$ cat src/sv/icr_pkg.sv
// ----------------------------------------------------------------------------
// icr_pkg
// Types, codes and helpers shared by the interrupt controller register block.
// ----------------------------------------------------------------------------
`default_nettype none

package icr_pkg;

	typedef enum logic [2:0] {
		ACT_WR_CMD  = 3'd0,
		ACT_WR_DATA = 3'd1,
		ACT_RD_CMD  = 3'd2,
		ACT_RD_DATA = 3'd3,
		ACT_SAMPLE  = 3'd4,
		ACT_ACK     = 3'd5
	} action_t;

	typedef enum logic [1:0] {
		PH_READY = 2'd0,
		PH_ICW2  = 2'd1,
		PH_ICW3  = 2'd2,
		PH_ICW4  = 2'd3
	} phase_t;

	// command byte decode
	localparam int unsigned ICW1_BIT  = 4;
	localparam int unsigned OCW3_BIT  = 3;
	localparam logic [2:0] OCW2_NS_EOI = 3'b001;
	localparam logic [2:0] OCW2_SP_EOI = 3'b011;
	localparam logic [7:0] PREV_INIT   = 8'hFF;

	typedef struct packed {
		logic [7:0] read_data;
		logic       int_pending;
		logic [7:0] vector;
		logic       vector_valid;
	} result_t;

	// index of lowest set bit, 8 when none
	function automatic logic [3:0] lowest_bit(input logic [7:0] v);
		logic [3:0] r;
		r = 4'd8;
		for (int i = 7; i >= 0; i--) begin
			if (v[i]) r = 4'(i);
		end
		return r;
	endfunction

	// best unmasked request that outranks the in-service set, 8 when none
	function automatic logic [3:0] eligible(input logic [7:0] req, input logic [7:0] mask,
			input logic [7:0] svc);
		logic [3:0] r;
		logic [3:0] s;
		r = lowest_bit(req & ~mask);
		s = lowest_bit(svc);
		return (r < s) ? r : 4'd8;
	endfunction

endpackage

`default_nettype wire

$ cat src/sv/icr_core.sv
// ----------------------------------------------------------------------------
// icr_core
// Controller state and the combinational decode of one word.
// ----------------------------------------------------------------------------
`default_nettype none

module icr_core (
	input  wire logic            clk,
	input  wire logic            arst_n,
	input  wire logic            en,
	input  wire logic [2:0]      action,
	input  wire logic [7:0]      port_data,
	input  wire logic [7:0]      irq_lines,
	output icr_pkg::result_t     result
);

	icr_pkg::phase_t phase_q, phase_d;
	logic       need_icw4_q, need_icw4_d;
	logic       single_q, single_d;
	logic       level_q, level_d;
	logic [4:0] base_q, base_d;
	logic [7:0] cascade_q, cascade_d;
	logic [7:0] mode_q, mode_d;
	logic [7:0] mask_q, mask_d;
	logic [7:0] req_q, req_d;
	logic [7:0] svc_q, svc_d;
	logic       rsel_q, rsel_d;
	logic [7:0] prev_q, prev_d;

	always_comb begin
		logic [3:0] b;
		logic [3:0] lvl;
		logic [3:0] nxt;
		phase_d     = phase_q;
		need_icw4_d = need_icw4_q;
		single_d    = single_q;
		level_d     = level_q;
		base_d      = base_q;
		cascade_d   = cascade_q;
		mode_d      = mode_q;
		mask_d      = mask_q;
		req_d       = req_q;
		svc_d       = svc_q;
		rsel_d      = rsel_q;
		prev_d      = prev_q;
		result      = '0;
		b   = icr_pkg::lowest_bit(svc_q);
		lvl = icr_pkg::eligible(req_q, mask_q, svc_q);
		case (icr_pkg::action_t'(action))
			icr_pkg::ACT_WR_CMD: begin
				if (port_data[icr_pkg::ICW1_BIT]) begin
					need_icw4_d = port_data[0];
					single_d    = port_data[1];
					level_d     = port_data[3];
					mask_d      = '0;
					req_d       = '0;
					svc_d       = '0;
					mode_d      = '0;
					rsel_d      = 1'b0;
					prev_d      = icr_pkg::PREV_INIT;
					phase_d     = icr_pkg::PH_ICW2;
				end else if (port_data[icr_pkg::OCW3_BIT]) begin
					if (port_data[1]) rsel_d = port_data[0];
				end else if (port_data[7:5] == icr_pkg::OCW2_NS_EOI) begin
					if (!b[3]) svc_d[b[2:0]] = 1'b0;
				end else if (port_data[7:5] == icr_pkg::OCW2_SP_EOI) begin
					svc_d[port_data[2:0]] = 1'b0;
				end
			end
			icr_pkg::ACT_WR_DATA: begin
				case (phase_q)
					icr_pkg::PH_ICW2: begin
						base_d = port_data[7:3];
						if (!single_q)     phase_d = icr_pkg::PH_ICW3;
						else if (need_icw4_q) phase_d = icr_pkg::PH_ICW4;
						else               phase_d = icr_pkg::PH_READY;
					end
					icr_pkg::PH_ICW3: begin
						cascade_d = port_data;
						phase_d   = need_icw4_q ? icr_pkg::PH_ICW4 : icr_pkg::PH_READY;
					end
					icr_pkg::PH_ICW4: begin
						mode_d  = port_data;
						phase_d = icr_pkg::PH_READY;
					end
					default: mask_d = port_data;
				endcase
			end
			icr_pkg::ACT_RD_CMD:  result.read_data = rsel_q ? svc_q : req_q;
			icr_pkg::ACT_RD_DATA: result.read_data = mask_q;
			icr_pkg::ACT_SAMPLE: begin
				req_d  = level_q ? irq_lines : (req_q | (irq_lines & ~prev_q));
				prev_d = irq_lines;
			end
			icr_pkg::ACT_ACK: begin
				if (!lvl[3]) begin
					svc_d[lvl[2:0]]     = 1'b1;
					req_d[lvl[2:0]]     = 1'b0;
					result.vector       = {base_q, lvl[2:0]};
					result.vector_valid = 1'b1;
				end
			end
			default: ;
		endcase
		nxt = icr_pkg::eligible(req_d, mask_d, svc_d);
		result.int_pending = !nxt[3];
	end

	always_ff @(posedge clk or negedge arst_n) begin
		if (!arst_n) begin
			phase_q     <= icr_pkg::PH_READY;
			need_icw4_q <= 1'b0;
			single_q    <= 1'b0;
			level_q     <= 1'b0;
			base_q      <= '0;
			cascade_q   <= '0;
			mode_q      <= '0;
			mask_q      <= '0;
			req_q       <= '0;
			svc_q       <= '0;
			rsel_q      <= 1'b0;
			prev_q      <= '0;
		end else if (en) begin
			phase_q     <= phase_d;
			need_icw4_q <= need_icw4_d;
			single_q    <= single_d;
			level_q     <= level_d;
			base_q      <= base_d;
			cascade_q   <= cascade_d;
			mode_q      <= mode_d;
			mask_q      <= mask_d;
			req_q       <= req_d;
			svc_q       <= svc_d;
			rsel_q      <= rsel_d;
			prev_q      <= prev_d;
		end
	end

endmodule

`default_nettype wire

$ cat src/sv/interrupt_controller_regs_top.sv
// ----------------------------------------------------------------------------
// interrupt_controller_regs_top
// 8259A-style interrupt controller register block on a valid/ready stream.
// ----------------------------------------------------------------------------
// channel | handshake           | payload
// input   | in_valid, in_ready   | action, port_data, irq_lines
// output  | out_valid, out_ready | read_data, int_pending, vector, vector_valid
//
// One word per cycle sustained while out_ready holds; each word passes an input
// register and a result register, state updated as a word leaves the input register.
// A stalled result holds in the result register; the input register keeps
// taking words until both stages are full.
// arst_n clears both stages and all controller state.
// ----------------------------------------------------------------------------
`default_nettype none

module interrupt_controller_regs_top (
	input  wire logic       clk,
	input  wire logic       arst_n,
	input  wire logic       in_valid,
	output      logic       in_ready,
	input  wire logic [2:0] action,
	input  wire logic [7:0] port_data,
	input  wire logic [7:0] irq_lines,
	output      logic       out_valid,
	input  wire logic       out_ready,
	output      logic [7:0] read_data,
	output      logic       int_pending,
	output      logic [7:0] vector,
	output      logic       vector_valid
);

	logic             valid_s1;
	logic [2:0]       action_s1;
	logic [7:0]       data_s1;
	logic [7:0]       lines_s1;
	logic             valid_s2;
	icr_pkg::result_t result_s2;
	icr_pkg::result_t core_res;
	logic             adv;

	assign adv      = !valid_s2 || out_ready;
	assign in_ready = !valid_s1 || adv;

	icr_core u_core (
		.clk       (clk),
		.arst_n    (arst_n),
		.en        (valid_s1 && adv),
		.action    (action_s1),
		.port_data (data_s1),
		.irq_lines (lines_s1),
		.result    (core_res)
	);

	always_ff @(posedge clk or negedge arst_n) begin
		if (!arst_n) begin
			valid_s1 <= 1'b0;
			valid_s2 <= 1'b0;
		end else begin
			if (in_ready) valid_s1 <= in_valid;
			if (adv)      valid_s2 <= valid_s1;
		end
	end

	always_ff @(posedge clk) begin
		if (in_valid && in_ready) begin
			action_s1 <= action;
			data_s1   <= port_data;
			lines_s1  <= irq_lines;
		end
		if (adv && valid_s1) result_s2 <= core_res;
	end

	assign out_valid    = valid_s2;
	assign read_data    = result_s2.read_data;
	assign int_pending  = result_s2.int_pending;
	assign vector       = result_s2.vector;
	assign vector_valid = result_s2.vector_valid;

endmodule

`default_nettype wire

$ cat config.mk
export PLATFORM = sky130hd
export DESIGN_NAME = interrupt_controller_regs_top
export DESIGN_NICKNAME = d
export VERILOG_FILES = /design/src/sv/icr_pkg.sv /design/src/sv/icr_core.sv /design/src/sv/interrupt_controller_regs_top.sv
export SDC_FILE = /design/constraint.sdc
export NUM_CORES = 1
export LEC_CHECK = 0
export BUFFER_PORTS_ARGS = -buffer_cell sky130_fd_sc_hd__buf_2
export CAP_MARGIN = 10
export CORE_MARGIN = 10
export CORE_UTILIZATION = 25
export CTS_BUF_LIST = sky130_fd_sc_hd__clkbuf_4
export DETAILED_ROUTE_END_ITERATION = 6
export PLACE_DENSITY = 0.48
export SETUP_SLACK_MARGIN = 0.15
export SYNTH_ARGS = -nofsm -noshare
export SYNTH_HDL_FRONTEND = slang
export SYNTH_SLANG_ARGS = --single-unit
$ cat constraint.sdc
create_clock -name clk -period 7.2 [get_ports clk]
set_clock_uncertainty 0.1 [all_clocks]
set_input_delay 0.72 -clock clk [delete_from_list [all_inputs] [get_ports clk]]
set_output_delay 0.72 -clock clk [all_outputs]
set_load 0.05 [all_outputs]
==> impl_metrics.yaml <==
timing:
  min_period_ps: 4910
  period_share_pct: 68.2
  setup_violations: 0
  slew_headroom_pct: 22.0
  hold_violations: 0
  maxSlewViolCount: 0
  setup_tns_ps: 0
  worstMarginPinSlew_ps: 1160
  holdWs_ps: 214
  max_freq_mhz: 204
  rsz0062_at_grt: "false"
clocking:
  ctsHoldBuffers: 0
  cts_inserted_buffers: 9
  clk_latency_ps: 490
  clkTransAtPathRegs_ps: 150
  clock_sinks: 82
  cts-resized-gates: 0
  cts_root_buf: "clkbuf_4"
  htreeDepth: 3
  cts_tree: "done"
  clockBufferDepth: 2
  post_cts_buffers: 0
setup_path:
  startpoint_type: "flip-flop"
  arrival_ps: 5100
  reg2reg_from: "u_core.svc_q[2]$_DFFE_PN0P_"
  crit_path_start: "u_core.svc_q[2]$_DFFE_PN0P_"
  worstSetupPathType: "flip-flop to flip-flop"
  path_max_fanout: 11
  endpoint_kind: "flip-flop"
  crit_required_ps: 7390
logic_synthesis:
  async_flop_share_pct: 54.9
  synth_area_sq_um: 4570
  avgSynthCellArea_sq_um: 9.49
  synth_xor_area_share_pct: 0
  synth_top_family_by_area: "compound AO/OA/AOI/OAI gates"
  muxShareOfSynthArea_pct: 3.48
  yosysSeqAreaShare_pct: 49.0
  synthCells: 481
  synth-simple-area-share_pct: 21.3
  synth-main-ff-cell: "dfrtp_1"
  yosysUniqueCellTypes: 60
  yosysWarnings: 0
  ys_ff_latch: 82
  synth_compound_area_share_pct: 21.5
  synth_edf_count: 37
  syn-num-nets: 510
  synth_adder_area_share_pct: 1.64
floorplanning:
  io_pins: 43
  die_h_um: 155
  dieArea_sq_um: 24100
  initial_core_util_pct: 25.4
  core_sq_um: 18000
  die_w_um: 155
  num_rows: 49
cells_and_area:
  antennaDiodeCount: 0
  area_growth_pct: 12.4
  final_net_count: 541
  drive_gt1_share_pct: 14.5
  fillCellCount: 1937
route:
  drt_iter0_drc: 369
  vias: 3809
  drt.antenna.violating_nets: 0
  wl_per_cell_um: 18.6
  firstDrtPassIters: 4
  wirelength_um: 13900
  drt-vias-per-instance: 5.11
  drc: 0
global_route:
  grt_usage_pct: 11.6
  grt_max_degree: 46
  grt_pass1_wl_um: 21700
  first_global_vias: 3743
  overflow: 0
  grt_antenna_before_repair: 0
power_and_ir_drop:
  cellLeakagePower_nw: 2.08
  powerDensity_nw_per_um2: 384
  ir_worst_vdd_uv: 171
flow_run:
  drv_cap: 0
worst_hold_path:
  hold_class: "primary input to async pin"
place:
  routabilityCongestion: 0.931
  portBuffers: 42
  dp_hpwl_um: 10300
outcome:
  status: "finished clean"
## Yosys cell counts, types with 7 or more instances
| cell | instances | area, sq um |
|---|---|---|
| nand2b_1 | 21 | 131 |
| nand3_1 | 10 | 50.1 |
| mux2i_1 | 8 | 80.1 |
| edfxtp_1 | 37 | 1110 |
| a21oi_1 | 22 | 110 |
| nor2b_1 | 11 | 68.8 |
| nand2_1 | 68 | 255 |
| nor3_1 | 12 | 60.1 |
| o21ai_0 | 40 | 200 |
| nor2_1 | 39 | 146 |
| a22o_1 | 10 | 87.6 |
| dfrtp_1 | 45 | 1130 |
| and2_1 | 11 | 68.8 |
| mux2_2 | 7 | 78.8 |
| inv_1 | 11 | 41.3 |
| o31ai_1 | 9 | 67.6 |
| clkbuf_1 | 20 | 75.1 |
## cell type report
| cell class | instances | area [sq um] | share of cell area (%) |
|---|---|---|---|
| Inverter | 12 | 45.0 | 0.878 |
| Sequential cell | 82 | 2240 | 43.6 |
| Multi-Input combinational cell | 363 | 2190 | 42.7 |
| Clock buffer | 9 | 67.6 | 1.32 |
| Timing Repair Buffer | 44 | 225 | 4.39 |
| Clock inverter | 7 | 78.8 | 1.54 |
| Tap cell | 229 | 287 | 5.59 |
## report_power, final
part	total [mW]	switching [mW]	internal (mW)
sequential	0.727	0.126	0.601
clock	0.289	0.181	0.108
combinational	0.952	0.602	0.350
## per-layer routing
layer	track usage (%)	routed length [um]	share of wire (%)
met4	5.26	349	2.5
met2	17.8	6210	45
met1	15.2	6540	47
met5	0	0	0
met3	2.65	752	5.4
## stage by stage
| stage | util (%) | instances | instance area (sq um) | power, mW | setup WS [ps] |
|---|---|---|---|---|---|
| floorplan | - | 481 | 4570 | 1.42 | 2940 |
| global placement | 27.7 | 730 | 4980 | 1.66 | 2560 |
| detailed placement | 27.7 | 730 | 4980 | 1.68 | 2380 |
| CTS | 28.6 | 746 | 5130 | 1.97 | 2350 |
| global route | 28.6 | 746 | 5130 | 2.13 | 1850 |
| finish | 28.6 | 746 | 5130 | 1.97 | 2290 |
## registers in the layout, indices dropped and copies added, names as in the netlist, 2 cells and up
name and count:
data_s1 8, lines_s1 8, read_data 8, u_core.mask_q 8, u_core.prev_q 8, u_core.req_q 8, u_core.svc_q 8, vector 8
u_core.base_q 5, action_s1 3, u_core.phase_q 2
## worst max-delay path: stages (launching register included)
cell and delay [ps]:
dfrtp_1 550, nor4_1 610, nand3_1 150, ha_1 360, o211ai_1 100, nand2_1 320
a21o_1 360, nor2_1 100, o21ai_0 470, nor2_1 120, a221oi_1 290, nor3_1 90
ha_1 310, o21a_1 170, o21a_1 190, nand2b_1 70, a211oi_1 50, a2111oi_2 330
## worst paths after layout
| kind | endpoint | slack, ps | depth (start not counted) |
|---|---|---|---|
| setup reg to reg | int_pending$_DFFE_PP_ | 2290 | 17 |
| min in group clk | lines_s1[2]$_DFFE_PP_ | 290 | 1 |
| hold / removal | u_core.req_q[2]$_DFFE_PN0P_ | 210 | 2 |
| setup / recovery | int_pending$_DFFE_PP_ | 2290 | 17 |
| max in group asynchronous | u_core.mask_q[0]$_DFFE_PN0P_ | 6360 | 2 |
| hold reg to reg | u_core.base_q[1]$_DFFE_PN0P_ | 390 | 2 |
## logic make-up (layout without fill, tap and decap cells)
family          after synthesis  after routing
buf+inv                      36             72
flops                        82             82
compound gates              145            145
simple gates                197            197
mux                          15             15
fa+ha+maj                     6              6
## layout by cell type, fill, tap and decap left out, drive strengths merged, types with 9 or more instances in the layout
cell	count
nand2	68
buf	44
nor3	12
a22o	10
inv	12
nor2	40
and2	12
a21oi	22
nor2b	11
nand3	10
nand2b	21
edfxtp	37
clkbuf	9
o21ai	45
o31ai	9
dfrtp	45
(Power assumes the default switching activity.)
